File: src/clipped_glyph_blit_unit_assert.svh
// Assertion macros used by the blit unit back end (cgb_back).
`ifndef CLIPPED_GLYPH_BLIT_UNIT_ASSERT_SVH
`define CLIPPED_GLYPH_BLIT_UNIT_ASSERT_SVH

// Same-cycle implication, checked out of reset.
`define CGB_ASSERT_NOW(label, ante, cons, msg) \
    label: assert property (@(posedge i_clk) disable iff (!i_rst_n) \
        (ante) |-> (cons)) else $error(msg);

// Next-cycle implication, checked out of reset.
`define CGB_ASSERT_NEXT(label, ante, cons, msg) \
    label: assert property (@(posedge i_clk) disable iff (!i_rst_n) \
        (ante) |=> (cons)) else $error(msg);

`endif

File: src/cgb_pkg.sv
package cgb_pkg;

    // Frame geometry
    localparam int MAX_ROWS  = 32;
    localparam int MAX_COLS  = 32;
    localparam int GLYPH_MAX = 32;
    localparam int MEM_DEPTH = MAX_ROWS * MAX_COLS;
    localparam int ADDR_W    = (MEM_DEPTH > 1) ? $clog2(MEM_DEPTH) : 1;

    // Field widths
    localparam int SIZE_W    = 6;
    localparam int POS_W     = 7;
    localparam int SUM_W     = 8;
    localparam int RC_W      = 5;
    localparam int REQ_W     = 2;
    localparam int CFG_IDX_W = 1;

    // Register reset values
    localparam logic [SIZE_W-1:0] FRAME_ROWS_RST = SIZE_W'(32);
    localparam logic [SIZE_W-1:0] FRAME_COLS_RST = SIZE_W'(32);

    // Queue between front and back (depth is a power of two)
    localparam int QDEPTH = 4;
    localparam int QPTR_W = $clog2(QDEPTH);
    localparam int QCNT_W = QPTR_W + 1;

    typedef enum logic [REQ_W-1:0] {
        REQ_BEGIN = 2'd0,
        REQ_PIXEL = 2'd1,
        REQ_READ  = 2'd2
    } t_req;

    typedef enum logic [CFG_IDX_W-1:0] {
        CFG_FRAME_ROWS = 1'b0,
        CFG_FRAME_COLS = 1'b1
    } t_cfg_reg;

    typedef enum logic [1:0] {
        MOP_NONE  = 2'd0,
        MOP_WRITE = 2'd1,
        MOP_READ  = 2'd2
    } t_mem_op;

    // One classified transaction, front to back
    typedef struct packed {
        t_mem_op           op;
        logic [ADDR_W-1:0] addr;
        logic              wdata;
        logic              written;
        logic              done;
        logic              dirty;
    } t_blit_op;

endpackage

File: src/clipped_glyph_blit_unit.sv
// Channel | Direction | Handshake                  | Payload
// cfg     | in        | i_cfg_we                   | i_cfg_index, i_cfg_wdata
// in      | in        | i_in_valid / o_in_ready    | request fields i_req_type .. i_read_col
// out     | out       | o_out_valid / i_out_ready  | o_read_pixel, o_pixel_written,
//         |           |                            | o_glyph_done, o_dirty
//
// One transaction per cycle sustained while i_out_ready stays high. The front
// classifies a transaction in its accept cycle. o_out_valid then rises after the queue
// slot, the access stage (registered frame store read) and the output register.
// After reset the frame store is swept to zero over 1024 addresses, one bit per cycle;
// o_in_ready is low for that time, configuration writes are taken throughout.
// A 4-entry queue between front and back absorbs output stalls; o_in_ready drops
// only when that queue is full or the clearing sweep runs.
module clipped_glyph_blit_unit (
    input  logic                             i_clk,
    input  logic                             i_rst_n,
    input  logic                             i_cfg_we,
    input  logic [cgb_pkg::CFG_IDX_W-1:0]    i_cfg_index,
    input  logic [cgb_pkg::SIZE_W-1:0]       i_cfg_wdata,
    input  logic                             i_in_valid,
    output logic                             o_in_ready,
    input  logic [cgb_pkg::REQ_W-1:0]        i_req_type,
    input  logic signed [cgb_pkg::POS_W-1:0] i_place_row,
    input  logic signed [cgb_pkg::POS_W-1:0] i_place_col,
    input  logic [cgb_pkg::SIZE_W-1:0]       i_glyph_rows,
    input  logic [cgb_pkg::SIZE_W-1:0]       i_glyph_cols,
    input  logic                             i_pixel_value,
    input  logic [cgb_pkg::RC_W-1:0]         i_read_row,
    input  logic [cgb_pkg::RC_W-1:0]         i_read_col,
    output logic                             o_out_valid,
    input  logic                             i_out_ready,
    output logic                             o_read_pixel,
    output logic                             o_pixel_written,
    output logic                             o_glyph_done,
    output logic                             o_dirty
);

    logic              q_full;
    logic              q_empty;
    logic              push;
    logic              pop;
    logic              clearing;
    cgb_pkg::t_blit_op push_op;
    cgb_pkg::t_blit_op head;

    cgb_front u_front (
        .i_clk        (i_clk),
        .i_rst_n      (i_rst_n),
        .i_cfg_we     (i_cfg_we),
        .i_cfg_index  (i_cfg_index),
        .i_cfg_wdata  (i_cfg_wdata),
        .i_in_valid   (i_in_valid),
        .o_in_ready   (o_in_ready),
        .i_req_type   (i_req_type),
        .i_place_row  (i_place_row),
        .i_place_col  (i_place_col),
        .i_glyph_rows (i_glyph_rows),
        .i_glyph_cols (i_glyph_cols),
        .i_pixel_value(i_pixel_value),
        .i_read_row   (i_read_row),
        .i_read_col   (i_read_col),
        .i_q_full     (q_full),
        .i_clearing   (clearing),
        .o_push       (push),
        .o_push_op    (push_op)
    );

    cgb_queue u_queue (
        .i_clk    (i_clk),
        .i_rst_n  (i_rst_n),
        .i_push   (push),
        .i_push_op(push_op),
        .o_full   (q_full),
        .i_pop    (pop),
        .o_empty  (q_empty),
        .o_head   (head)
    );

    cgb_back u_back (
        .i_clk          (i_clk),
        .i_rst_n        (i_rst_n),
        .i_q_empty      (q_empty),
        .i_head         (head),
        .o_pop          (pop),
        .o_clearing     (clearing),
        .o_out_valid    (o_out_valid),
        .i_out_ready    (i_out_ready),
        .o_read_pixel   (o_read_pixel),
        .o_pixel_written(o_pixel_written),
        .o_glyph_done   (o_glyph_done),
        .o_dirty        (o_dirty)
    );

endmodule

File: src/cgb_front.sv
module cgb_front (
    input  logic                          i_clk,
    input  logic                          i_rst_n,
    input  logic                          i_cfg_we,
    input  logic [cgb_pkg::CFG_IDX_W-1:0] i_cfg_index,
    input  logic [cgb_pkg::SIZE_W-1:0]    i_cfg_wdata,
    input  logic                          i_in_valid,
    output logic                          o_in_ready,
    input  logic [cgb_pkg::REQ_W-1:0]     i_req_type,
    input  logic signed [cgb_pkg::POS_W-1:0] i_place_row,
    input  logic signed [cgb_pkg::POS_W-1:0] i_place_col,
    input  logic [cgb_pkg::SIZE_W-1:0]    i_glyph_rows,
    input  logic [cgb_pkg::SIZE_W-1:0]    i_glyph_cols,
    input  logic                          i_pixel_value,
    input  logic [cgb_pkg::RC_W-1:0]      i_read_row,
    input  logic [cgb_pkg::RC_W-1:0]      i_read_col,
    input  logic                          i_q_full,
    input  logic                          i_clearing,
    output logic                          o_push,
    output cgb_pkg::t_blit_op             o_push_op
);

    logic [cgb_pkg::SIZE_W-1:0] r_frame_rows;
    logic [cgb_pkg::SIZE_W-1:0] r_frame_cols;
    logic [cgb_pkg::POS_W-1:0]  r_org_row, n_org_row;
    logic [cgb_pkg::POS_W-1:0]  r_org_col, n_org_col;
    logic [cgb_pkg::SIZE_W-1:0] r_glyph_h, n_glyph_h;
    logic [cgb_pkg::SIZE_W-1:0] r_glyph_w, n_glyph_w;
    logic [cgb_pkg::SIZE_W-1:0] r_cur_row, n_cur_row;
    logic [cgb_pkg::SIZE_W-1:0] r_cur_col, n_cur_col;
    logic                       r_placing, n_placing;
    logic                       r_dirty, n_dirty;

    logic                       accept;
    logic [cgb_pkg::POS_W-1:0]  fr, fc;
    logic signed [cgb_pkg::SUM_W-1:0] fr_s, fc_s;
    logic signed [cgb_pkg::SUM_W-1:0] beg_row, beg_col, beg_h, beg_w;
    logic signed [cgb_pkg::SUM_W-1:0] pix_row, pix_col;
    logic [cgb_pkg::SIZE_W-1:0] gh_clamp, gw_clamp;
    logic [cgb_pkg::SIZE_W-1:0] col_inc, row_inc;
    logic                       pix_inside, rd_inside;
    cgb_pkg::t_blit_op          op;

    assign o_in_ready = !i_q_full && !i_clearing;
    assign accept     = i_in_valid && o_in_ready;

    // Clamp frame size to 1..MAX
    always_comb begin
        if (r_frame_rows == '0) begin
            fr = cgb_pkg::POS_W'(1);
        end else if ({1'b0, r_frame_rows} > cgb_pkg::POS_W'(cgb_pkg::MAX_ROWS)) begin
            fr = cgb_pkg::POS_W'(cgb_pkg::MAX_ROWS);
        end else begin
            fr = {1'b0, r_frame_rows};
        end
        if (r_frame_cols == '0) begin
            fc = cgb_pkg::POS_W'(1);
        end else if ({1'b0, r_frame_cols} > cgb_pkg::POS_W'(cgb_pkg::MAX_COLS)) begin
            fc = cgb_pkg::POS_W'(cgb_pkg::MAX_COLS);
        end else begin
            fc = {1'b0, r_frame_cols};
        end
        fr_s = $signed({1'b0, fr});
        fc_s = $signed({1'b0, fc});
    end

    // Clamp glyph size to 1..GLYPH_MAX
    always_comb begin
        if (i_glyph_rows == '0) begin
            gh_clamp = cgb_pkg::SIZE_W'(1);
        end else if (i_glyph_rows > cgb_pkg::SIZE_W'(cgb_pkg::GLYPH_MAX)) begin
            gh_clamp = cgb_pkg::SIZE_W'(cgb_pkg::GLYPH_MAX);
        end else begin
            gh_clamp = i_glyph_rows;
        end
        if (i_glyph_cols == '0) begin
            gw_clamp = cgb_pkg::SIZE_W'(1);
        end else if (i_glyph_cols > cgb_pkg::SIZE_W'(cgb_pkg::GLYPH_MAX)) begin
            gw_clamp = cgb_pkg::SIZE_W'(cgb_pkg::GLYPH_MAX);
        end else begin
            gw_clamp = i_glyph_cols;
        end
    end

    // Target positions for begin overlap test and for the current pixel
    always_comb begin
        beg_row = $signed({i_place_row[cgb_pkg::POS_W-1], i_place_row});
        beg_col = $signed({i_place_col[cgb_pkg::POS_W-1], i_place_col});
        beg_h   = $signed({2'b00, gh_clamp});
        beg_w   = $signed({2'b00, gw_clamp});
        pix_row = $signed({r_org_row[cgb_pkg::POS_W-1], r_org_row})
                + $signed({2'b00, r_cur_row});
        pix_col = $signed({r_org_col[cgb_pkg::POS_W-1], r_org_col})
                + $signed({2'b00, r_cur_col});
        pix_inside = (pix_row >= 0) && (pix_row < fr_s)
                  && (pix_col >= 0) && (pix_col < fc_s);
        rd_inside  = ({2'b00, i_read_row} < fr) && ({2'b00, i_read_col} < fc);
        col_inc    = r_cur_col + cgb_pkg::SIZE_W'(1);
        row_inc    = r_cur_row + cgb_pkg::SIZE_W'(1);
    end

    // Classify the transaction and advance the placement state
    always_comb begin
        n_org_row = r_org_row;
        n_org_col = r_org_col;
        n_glyph_h = r_glyph_h;
        n_glyph_w = r_glyph_w;
        n_cur_row = r_cur_row;
        n_cur_col = r_cur_col;
        n_placing = r_placing;
        n_dirty   = r_dirty;
        op.op      = cgb_pkg::MOP_NONE;
        op.addr    = '0;
        op.wdata   = i_pixel_value;
        op.written = 1'b0;
        op.done    = 1'b0;
        unique case (cgb_pkg::t_req'(i_req_type))
            cgb_pkg::REQ_BEGIN: begin
                n_org_row = i_place_row;
                n_org_col = i_place_col;
                n_glyph_h = gh_clamp;
                n_glyph_w = gw_clamp;
                n_cur_row = '0;
                n_cur_col = '0;
                n_placing = 1'b1;
                if (!(beg_row >= fr_s || beg_col >= fc_s
                      || (beg_w + beg_col) <= 0 || (beg_h + beg_row) <= 0)) begin
                    n_dirty = 1'b1;
                end
            end
            cgb_pkg::REQ_PIXEL: begin
                if (r_placing) begin
                    if (pix_inside) begin
                        op.op      = cgb_pkg::MOP_WRITE;
                        op.addr    = cgb_pkg::ADDR_W'(
                                         32'(pix_row[cgb_pkg::SUM_W-2:0])
                                         * cgb_pkg::MAX_COLS
                                         + 32'(pix_col[cgb_pkg::SUM_W-2:0]));
                        op.written = 1'b1;
                    end
                    if (col_inc >= r_glyph_w) begin
                        n_cur_col = '0;
                        if (row_inc >= r_glyph_h) begin
                            n_cur_row = '0;
                            n_placing = 1'b0;
                            op.done   = 1'b1;
                        end else begin
                            n_cur_row = row_inc;
                        end
                    end else begin
                        n_cur_col = col_inc;
                    end
                end
            end
            cgb_pkg::REQ_READ: begin
                if (rd_inside) begin
                    op.op   = cgb_pkg::MOP_READ;
                    op.addr = cgb_pkg::ADDR_W'(32'(i_read_row) * cgb_pkg::MAX_COLS
                                               + 32'(i_read_col));
                end
            end
            default: begin
                // unused request code: result carries only dirty
            end
        endcase
        op.dirty = n_dirty;
    end

    assign o_push    = accept;
    assign o_push_op = op;

    // Configuration registers
    always_ff @(posedge i_clk) begin
        if (!i_rst_n) begin
            r_frame_rows <= cgb_pkg::FRAME_ROWS_RST;
            r_frame_cols <= cgb_pkg::FRAME_COLS_RST;
        end else if (i_cfg_we) begin
            unique case (cgb_pkg::t_cfg_reg'(i_cfg_index))
                cgb_pkg::CFG_FRAME_ROWS: r_frame_rows <= i_cfg_wdata;
                cgb_pkg::CFG_FRAME_COLS: r_frame_cols <= i_cfg_wdata;
                default: begin
                end
            endcase
        end
    end

    // Placement state, updated on each accepted transaction
    always_ff @(posedge i_clk) begin
        if (!i_rst_n) begin
            r_org_row <= '0;
            r_org_col <= '0;
            r_glyph_h <= '0;
            r_glyph_w <= '0;
            r_cur_row <= '0;
            r_cur_col <= '0;
            r_placing <= 1'b0;
            r_dirty   <= 1'b0;
        end else if (accept) begin
            r_org_row <= n_org_row;
            r_org_col <= n_org_col;
            r_glyph_h <= n_glyph_h;
            r_glyph_w <= n_glyph_w;
            r_cur_row <= n_cur_row;
            r_cur_col <= n_cur_col;
            r_placing <= n_placing;
            r_dirty   <= n_dirty;
        end
    end

endmodule

File: src/cgb_queue.sv
module cgb_queue (
    input  logic              i_clk,
    input  logic              i_rst_n,
    input  logic              i_push,
    input  cgb_pkg::t_blit_op i_push_op,
    output logic              o_full,
    input  logic              i_pop,
    output logic              o_empty,
    output cgb_pkg::t_blit_op o_head
);

    cgb_pkg::t_blit_op           r_slot [cgb_pkg::QDEPTH];
    logic [cgb_pkg::QPTR_W-1:0]  r_wr_ptr;
    logic [cgb_pkg::QPTR_W-1:0]  r_rd_ptr;
    logic [cgb_pkg::QCNT_W-1:0]  r_count;

    assign o_full  = (r_count == cgb_pkg::QCNT_W'(cgb_pkg::QDEPTH));
    assign o_empty = (r_count == '0);
    assign o_head  = r_slot[r_rd_ptr];

    // Store pushed entries
    always_ff @(posedge i_clk) begin
        if (i_push) begin
            r_slot[r_wr_ptr] <= i_push_op;
        end
    end

    // Advance pointers and occupancy
    always_ff @(posedge i_clk) begin
        if (!i_rst_n) begin
            r_wr_ptr <= '0;
            r_rd_ptr <= '0;
            r_count  <= '0;
        end else begin
            if (i_push) begin
                r_wr_ptr <= r_wr_ptr + cgb_pkg::QPTR_W'(1);
            end
            if (i_pop) begin
                r_rd_ptr <= r_rd_ptr + cgb_pkg::QPTR_W'(1);
            end
            if (i_push && !i_pop) begin
                r_count <= r_count + cgb_pkg::QCNT_W'(1);
            end else if (i_pop && !i_push) begin
                r_count <= r_count - cgb_pkg::QCNT_W'(1);
            end
        end
    end

endmodule

File: src/cgb_back.sv
`include "clipped_glyph_blit_unit_assert.svh"

module cgb_back (
    input  logic              i_clk,
    input  logic              i_rst_n,
    input  logic              i_q_empty,
    input  cgb_pkg::t_blit_op i_head,
    output logic              o_pop,
    output logic              o_clearing,
    output logic              o_out_valid,
    input  logic              i_out_ready,
    output logic              o_read_pixel,
    output logic              o_pixel_written,
    output logic              o_glyph_done,
    output logic              o_dirty
);

    logic                        r_mem [cgb_pkg::MEM_DEPTH];
    logic                        r_rdata;
    logic                        r_clr_busy;
    logic [cgb_pkg::ADDR_W-1:0]  r_clr_addr;
    logic                        r_s1_valid;
    cgb_pkg::t_blit_op           r_s1;
    logic                        r_out_valid;
    logic                        r_out_read_pixel;
    logic                        r_out_written;
    logic                        r_out_done;
    logic                        r_out_dirty;

    logic                        s1_move;
    logic                        mem_we;
    logic [cgb_pkg::ADDR_W-1:0]  mem_waddr;
    logic                        mem_wdata;

    assign s1_move    = r_s1_valid && (!r_out_valid || i_out_ready);
    assign o_pop      = !i_q_empty && !r_clr_busy && (!r_s1_valid || s1_move);
    assign o_clearing = r_clr_busy;

    // Memory write port: clearing sweep or a popped pixel write
    always_comb begin
        if (r_clr_busy) begin
            mem_we    = 1'b1;
            mem_waddr = r_clr_addr;
            mem_wdata = 1'b0;
        end else begin
            mem_we    = o_pop && (i_head.op == cgb_pkg::MOP_WRITE);
            mem_waddr = i_head.addr;
            mem_wdata = i_head.wdata;
        end
    end

    // Frame store, registered read
    always_ff @(posedge i_clk) begin
        if (mem_we) begin
            r_mem[mem_waddr] <= mem_wdata;
        end
        if (o_pop && (i_head.op == cgb_pkg::MOP_READ)) begin
            r_rdata <= r_mem[i_head.addr];
        end
    end

    // Clearing pass after reset
    always_ff @(posedge i_clk) begin
        if (!i_rst_n) begin
            r_clr_busy <= 1'b1;
            r_clr_addr <= '0;
        end else if (r_clr_busy) begin
            if (r_clr_addr == cgb_pkg::ADDR_W'(cgb_pkg::MEM_DEPTH - 1)) begin
                r_clr_busy <= 1'b0;
            end else begin
                r_clr_addr <= r_clr_addr + cgb_pkg::ADDR_W'(1);
            end
        end
    end

    // Access stage: hold the popped op while the memory read completes
    always_ff @(posedge i_clk) begin
        if (!i_rst_n) begin
            r_s1_valid <= 1'b0;
        end else if (o_pop) begin
            r_s1_valid <= 1'b1;
        end else if (s1_move) begin
            r_s1_valid <= 1'b0;
        end
    end

    always_ff @(posedge i_clk) begin
        if (o_pop) begin
            r_s1 <= i_head;
        end
    end

    // Output register
    always_ff @(posedge i_clk) begin
        if (!i_rst_n) begin
            r_out_valid <= 1'b0;
        end else if (s1_move) begin
            r_out_valid <= 1'b1;
        end else if (i_out_ready) begin
            r_out_valid <= 1'b0;
        end
    end

    always_ff @(posedge i_clk) begin
        if (s1_move) begin
            r_out_read_pixel <= (r_s1.op == cgb_pkg::MOP_READ) ? r_rdata : 1'b0;
            r_out_written    <= r_s1.written;
            r_out_done       <= r_s1.done;
            r_out_dirty      <= r_s1.dirty;
        end
    end

    assign o_out_valid     = r_out_valid;
    assign o_read_pixel    = r_out_read_pixel;
    assign o_pixel_written = r_out_written;
    assign o_glyph_done    = r_out_done;
    assign o_dirty         = r_out_dirty;

    `CGB_ASSERT_NEXT(a_s1_hold, r_s1_valid && r_out_valid && !i_out_ready,
        r_s1_valid && $stable(r_s1), "access stage changed while output stalled")
    `CGB_ASSERT_NOW(a_clr_end, $fell(r_clr_busy),
        $past(r_clr_addr) == cgb_pkg::ADDR_W'(cgb_pkg::MEM_DEPTH - 1),
        "clearing pass ended before the last address")
    `CGB_ASSERT_NOW(a_clr_idle, r_clr_busy, !r_s1_valid && !r_out_valid,
        "transaction in flight during clearing pass")

endmodule
File: config.mk
export PLATFORM = sky130hd
export DESIGN_NAME = clipped_glyph_blit_unit
export DESIGN_NICKNAME = d
export VERILOG_FILES = /design/src/cgb_pkg.sv /design/src/clipped_glyph_blit_unit.sv /design/src/cgb_front.sv /design/src/cgb_queue.sv /design/src/cgb_back.sv
export VERILOG_INCLUDE_DIRS = /design/src /design/src/src
export SDC_FILE = /design/constraint.sdc
export NUM_CORES = 2
export LEC_CHECK = 0
export BUFFER_PORTS_ARGS = -buffer_cell sky130_fd_sc_hd__buf_2
export CAP_MARGIN = 20
export CORE_AREA = 2 2 464 466
export DETAILED_ROUTE_END_ITERATION = 10
export DIE_AREA = 0 0 466 468
export PLACE_DENSITY = 0.37
export SLEW_MARGIN = 20
export SYNTH_ARGS = -nofsm -noshare
export SYNTH_HDL_FRONTEND = slang
export SYNTH_SLANG_ARGS = --single-unit
File: constraint.sdc
create_clock -name i_clk -period 70.5 [get_ports i_clk]
set_input_delay 7.05 -clock i_clk [delete_from_list [all_inputs] [get_ports i_clk]]
set_output_delay 7.05 -clock i_clk [all_outputs]
set_load 0.01 [all_outputs]
======== Word-level counts from Yosys, hierarchy flattened ========
Memory sizes are Yosys's and may differ from the RTL's. A register that Yosys moved wholly into a read port is not among the register bits.
Index checks and enable logic that the tools add are counted.
word-level totals
  word-level logic and storage cells ...... 156
  input port bits ......................... 51
  flip-flop bits (word level) ............. 81
  memories kept ........................... 2
  memory bits (writable) .................. 1088
operators by class
  reductions and logical operators ........ 42
  eq/ne operators ......................... 9
  order comparisons ....................... 16
  muxes and demuxes ....................... 47
  bitwise logic cells ..................... 2
  add/subtract/negate cells ............... 13
memories
  name            words  width  rd ports  clocked after Yosys merged registers in  write ports  RTL line         RTL
  u_back.r_mem    1024   1      1         1                                        1            cgb_back.sv:18   logic r_mem [cgb_pkg::MEM_DEPTH];
  u_queue.r_slot  4      16     1         1                                        1            cgb_queue.sv:12  cgb_pkg::t_blit_op r_slot [cgb_pkg::QDEPTH];
operator list
  cell                     count
  $mux W6                  11
  $le A32 B1 Y1 const B    2
  $add A7 B7 Y8            4
  $gt A6 B6 Y1 const B     4
  $logic_not A6 Y1         4
  $mux W12                 2
  $pmux W12 S2             1
  $pmux W6 S2              2
  $mux W1                  20
  $ge A7 B8 Y1             2
  $ge A8 B1 Y1 const B     2
  $lt A8 B8 Y1             2
  $lt A5 B7 Y1             2
  $mux W7                  2
  $logic_and A1 B1 Y1      13
  $add A6 B1 Y6 const B    2
  $ge A6 B6 Y1             2
  $mux W11                 1
  $add A10 B1 Y10 const B  1
  $add A10 B5 Y10          1
  $add A10 B7 Y10          1
  $eq A10 B10 Y1 const B   1
  $mux W10                 1
  $reduce_and A2 Y1        5
  18 further kinds         41

======== Depth between registers and ports, before layout ========
  depth in word-level cells ............... 10
  depth in mapped cells ................... 15
  mapped depth without buffers ............ 14

======== By module ========
A second synthesis with hierarchy kept.
unflattened totals
  cells, all modules ...................... 3879
  area total of the unflattened synthesis .. 52800.6 sq um
by module, submodules not included
  module     instances  cells an instance  area an instance (sq um)
  cgb_back   1          3190               45476.1
  cgb_front  1          562                4533.1
  cgb_queue  1          127                2791.4

======== Least setup slack after synthesis ========
OpenSTA, ideal clock, no wires.
  path type ............................... register to register
  start point ............................. reg (tool-made name)
  end point ............................... mem u_back.r_mem[0] (data pin)
  data arrival time ....................... 25.984 ns
  library setup time ...................... 5.244 ns
  stages on the path, launching flop included .. 6
  setup slack ............................. 39.272 ns
  required time ........................... 65.256 ns
  path through ............................ dfxtp_1 buf_2 buf_4 buf_2 mux4_2 nor2b_1
RTL lines
  item              RTL line
  end: declaration  cgb_back.sv:18

==> summary.md <==
The root buffer cell chosen for the clock tree is sky130_fd_sc_hd__clkbuf_16. The number of clock buffers added by TritonCTS is 138. The run gives 61.30 ns as the slack of the critical path.

The H-tree was split into 4 levels. For the number of sinks on the clock net, the log shows 1,167. Data on the critical path arrives at its endpoint at 9.67 ns. The number of instances in the synthesized netlist was 4,331; the post-placement cell area was 0.0563 mm2.

For this run, the detailed router's first-pass iteration total came to 7. The largest area contributor in the synthesized netlist is sky130_fd_sc_hd__edfxtp_1. Buffers placed on the I/O ports in this run total 56.

The setup total negative slack was 0 ns. The Yosys step of the flow raised 0 warnings. The headroom to the max-slew limit was 23.4%; the number of distinct standard cells referenced by the synthesized netlist was 70. The slack of the worst reg-to-reg path is 63.39 ns, and the count of filler cells inserted in the layout is 22,000.

In the global route stage, overall resource usage came out at 17.2%. Summed over its instances, the top area cell type makes up 61.8% of the synthesized netlist area. Of all nets on the critical path, the largest fanout is 4. In the synthesized netlist the dominant register cell turns out to be sky130_fd_sc_hd__edfxtp_1. The first global-routing pass estimated 268,000 um of wire.

For the via count of the first global-routing pass, the log shows 35,000. The die covers 0.218 mm2. Dividing the detail-routed wire length by the instance count gives 26.1 um.

By area the synthesized netlist is led by sky130_fd_sc_hd__edfxtp_1 (62%), sky130_fd_sc_hd__nor2_1 (7.6%), sky130_fd_sc_hd__mux4_2 (4.7%). The most critical setup path has its endpoint at u_queue.r_slot[0][0]$_DFFE_PP_. The tools report the data required time at the worst endpoint as 70.97 ns. The standard-cell row count came out at 170. After the first detailed-routing iteration, the DRC count stood at 3,221. In the final layout, the share of cells above drive strength 1 is 12.5%. The min-delay analysis places its worst path in the category reg2reg. The areal power density over the cells was 24.0 mW/mm2.

For this run, the top clock speed supported by timing is 0.109 GHz. Max-cap violations in this run came to 0. The die width is 466 um.

Of the available clock period, the critical path in the final layout requires 13.0%. Averaged over all synthesized cells, the footprint is 12.3 um2. The synthesized netlist occupies a cell area of 0.0531 mm2. Setup repair after global routing left no endpoint under its margin. Prior to clock tree synthesis, the placed netlist has a worst setup slack of 60.39 ns. After routing the design area is 0.0606 mm2.

The analysis attributes to cell leakage a power of 20.6 nW. The routed via count divided by cell count is 4.80, and the final-report max-slew violation count is 0. After detailed routing, the number of remaining DRC violations is 0. The synthesis-stage register bit count is 1,167. The post-CTS setup buffer count is 0, and the maximum vdd ir drop is 0.0000241 V.

The number of nets in the synthesized netlist came out at 4,467. After the last flow step, the layout net total stands at 4,407. After detailed routing, the total wire length is 189,000 um. In this run the count of I/O pins placed on the die edge is 57. The number of failing hold endpoints at the final stage is 0, and the insertion delay of the later-clocked pin in the worst-skew pair is 0.78 ns.

The logs give 24.9% for the effective utilization at floorplan and 6,968 for the cell total after placement. The worst setup path is of the in2reg kind. The region available for standard cell placement spans 0.213 mm2. The flow ran to the end, and the final reports show no timing, DRC or antenna violations. The final estimated routing congestion in global placement came out at 0.765. The shortest period the worst path allows was 9.20 ns; the initial antenna violation count was 5. Summed over all layers, the global routing overflow is 0.

For the worst flop-to-flop path, the logic depth is 14. Clock-pin slew was measured on the worst setup and hold paths at 0.06 ns. The tools report the source of the critical timing path as i_glyph_rows[1]. TritonCTS built the clock tree. Relative to the synthesized area, the layout overhead comes to 14.1%. The share of the yosys chip area belonging to registers was 64.6%. Transition at the pin with the smallest max-transition slack: 1.15 ns. Once the clock tree was built, the resizer swapped 0 gates to a different size.

In this run the deepest clock path goes through 3 buffers. For the half-perimeter wire length of the detailed placement result, the log shows 108,000 um. The number of hold buffers added after CTS was 0.

The async set-or-reset flop fraction in the synthesized netlist is 0%, and the die height is 468 um. The overall power came out at 0.00146 W. The tools report the type of element launching the critical path as a primary input.

Entering global routing, the biggest net connects 116 pins. The worst register-to-register path ends at u_back.r_rdata$_DFFE_PP_. The count of vias placed by the detailed router came out at 34,600. The endpoint class of the critical path is a flip-flop. The number of synthesized flops with an enable pin is 1,093. Setup violations remaining at the end of the flow were counted as 0. The post-route non-filler standard cell count was 7,221; the worst setup skew after layout was 0.0227 ns.

The count of nets left with antenna violations once routing finished came out at 0.
[cell usage after synthesis (15+ instances only)]
library cell,number
sky130_fd_sc_hd__a32oi_1,22
sky130_fd_sc_hd__inv_1,40
sky130_fd_sc_hd__nor2b_1,70
sky130_fd_sc_hd__nand3_1,58
sky130_fd_sc_hd__a22oi_1,35
sky130_fd_sc_hd__buf_2,91
sky130_fd_sc_hd__o21ai_0,29
sky130_fd_sc_hd__a311oi_1,41
sky130_fd_sc_hd__mux2_2,16
sky130_fd_sc_hd__edfxtp_1,1093
sky130_fd_sc_hd__a21oi_1,96
sky130_fd_sc_hd__ha_1,79
sky130_fd_sc_hd__a22o_1,17
sky130_fd_sc_hd__dfxtp_1,74
sky130_fd_sc_hd__a31oi_1,27
sky130_fd_sc_hd__xnor2_1,25
sky130_fd_sc_hd__xor2_1,20
sky130_fd_sc_hd__a211oi_1,62
sky130_fd_sc_hd__nand4_1,21
sky130_fd_sc_hd__mux2i_1,176
sky130_fd_sc_hd__nand2_1,444
sky130_fd_sc_hd__and3_1,19
sky130_fd_sc_hd__a21o_1,25
sky130_fd_sc_hd__nor3_1,93
sky130_fd_sc_hd__nor4_1,18
sky130_fd_sc_hd__buf_4,25
sky130_fd_sc_hd__mux4_2,111
sky130_fd_sc_hd__nand2b_1,15
sky130_fd_sc_hd__clkbuf_1,234
sky130_fd_sc_hd__nor2_1,1077
[layout make-up]
class / count / area (um2) / share of cell area [%]
Antenna cell: 6 / 15.0 / 0.0248
Clock buffer: 188 / 3720 / 6.15
Clock inverter: 58 / 468 / 0.772
Inverter: 41 / 154 / 0.254
Multi-Input combinational cell: 2746 / 17100 / 28.2
Sequential cell: 1167 / 34300 / 56.6
Tap cell: 2838 / 3550 / 5.86
Timing Repair Buffer: 177 / 1250 / 2.06
[state kept, by name (all words and copies together) (netlist names), 2 cells and up, named ones only]
name and cells:
u_back.r_mem 1024, u_front.r_frame_rows 6, u_queue.r_wr_ptr 2, u_queue.r_count 3, u_back.r_clr_addr 10, u_queue.r_rd_ptr 2
u_front.r_cur_col 6, u_front.r_glyph_h 6, u_front.r_org_row 7, u_queue.r_slot 60, u_front.r_glyph_w 6, u_front.r_org_col 7
u_front.r_cur_row 6, u_front.r_frame_cols 6, u_back.r_s1 4
[metal layers]
layer	up-vias	global-route usage [%]	routed length, um
met4	0	4.69	4550
met3	226	3.01	9510
met2	863	27.9	88900
li1	15500	-	-
met1	18000	23.4	85900
met5	-	0	0
[stage by stage]
step	hold WS [ns]	util [%]
2_1_floorplan	0.400	-
3_3_place_gp	0.446	26.4
3_5_place_dp	0.438	26.4
4_1_cts	0.457	28.4
5_1_grt	0.473	28.4
6_report	0.453	28.4
[power breakdown]
part,internal [W],switching (W),leakage [nW]
Combinational,0.00000588,0.0000159,6.35
Clock,0.000384,0.000304,2.04
Sequential,0.000747,0.000000693,12.2
[kinds of logic (layout without fill, tap and decap cells)]
group,after synthesis,count (layout),share of synthesized area [%]
buf+inv,418,464,3.54
other cells,0,6,0
compound gates,466,466,6.29
mux,305,305,8.46
fa+ha+maj,85,85,2.09
simple gates,1845,1845,14.3
flops,1167,1167,64.6
xor+xnor,45,45,0.742
[how the worst min path moves through the flow]
stage | startpoint | end | slack, ns | cells after the start
3_3_place_gp | u_front.r_glyph_h[5]$_SDFFE_PN0P_ | u_front.r_glyph_h[5]$_SDFFE_PN0P_ | 0.45 | 2
4_1_cts | u_front.r_glyph_h[5]$_SDFFE_PN0P_ | u_front.r_glyph_h[5]$_SDFFE_PN0P_ | 0.46 | 2
3_5_place_dp | u_back.r_s1[0]$_DFFE_PP_ | u_back.o_dirty$_DFFE_PP_ | 0.44 | 0
6_report | u_front.r_dirty$_SDFFE_PN0P_ | u_front.r_dirty$_SDFFE_PN0P_ | 0.45 | 2
5_1_grt | u_front.r_dirty$_SDFFE_PN0P_ | u_front.r_dirty$_SDFFE_PN0P_ | 0.47 | 2
2_1_floorplan | u_back.r_s1[0]$_DFFE_PP_ | u_back.o_dirty$_DFFE_PP_ | 0.40 | 0
[critical path, cell delays in order]
cell and delay, ns:
sky130_fd_sc_hd__buf_2 0.09, sky130_fd_sc_hd__nor4_1 0.04, sky130_fd_sc_hd__nor2_1 0.13, sky130_fd_sc_hd__nor2_1 0.06, sky130_fd_sc_hd__ha_1 0.20, sky130_fd_sc_hd__fa_1 0.40
sky130_fd_sc_hd__a21oi_1 0.16, sky130_fd_sc_hd__nor2_1 0.05, sky130_fd_sc_hd__nor2_1 0.16, sky130_fd_sc_hd__o21bai_1 0.09, sky130_fd_sc_hd__a21oi_1 0.26, sky130_fd_sc_hd__xor2_1 0.11
sky130_fd_sc_hd__a32o_1 0.24, sky130_fd_sc_hd__o31ai_1 0.62
[placed cells by master, fill, tap and decap left out, drive strengths merged, types with 16 or more instances in the layout]
cell and n:
edfxtp 1093, nor2 1077, nand2 444, clkbuf 188
buf 177, mux2i 176, mux4 113, a21oi 96
nor3 93, ha 79, dfxtp 74, nor2b 70
a211oi 62, nand3 58, inv 49, clkinv 46
a311oi 41, a22oi 35, o21ai 33, a31oi 27
a21o 25, xnor2 25, a32oi 22, nand4 21
xor2 20, and3 19, nor4 18, a22o 17
mux2 16
(Power assumes the default switching activity.)
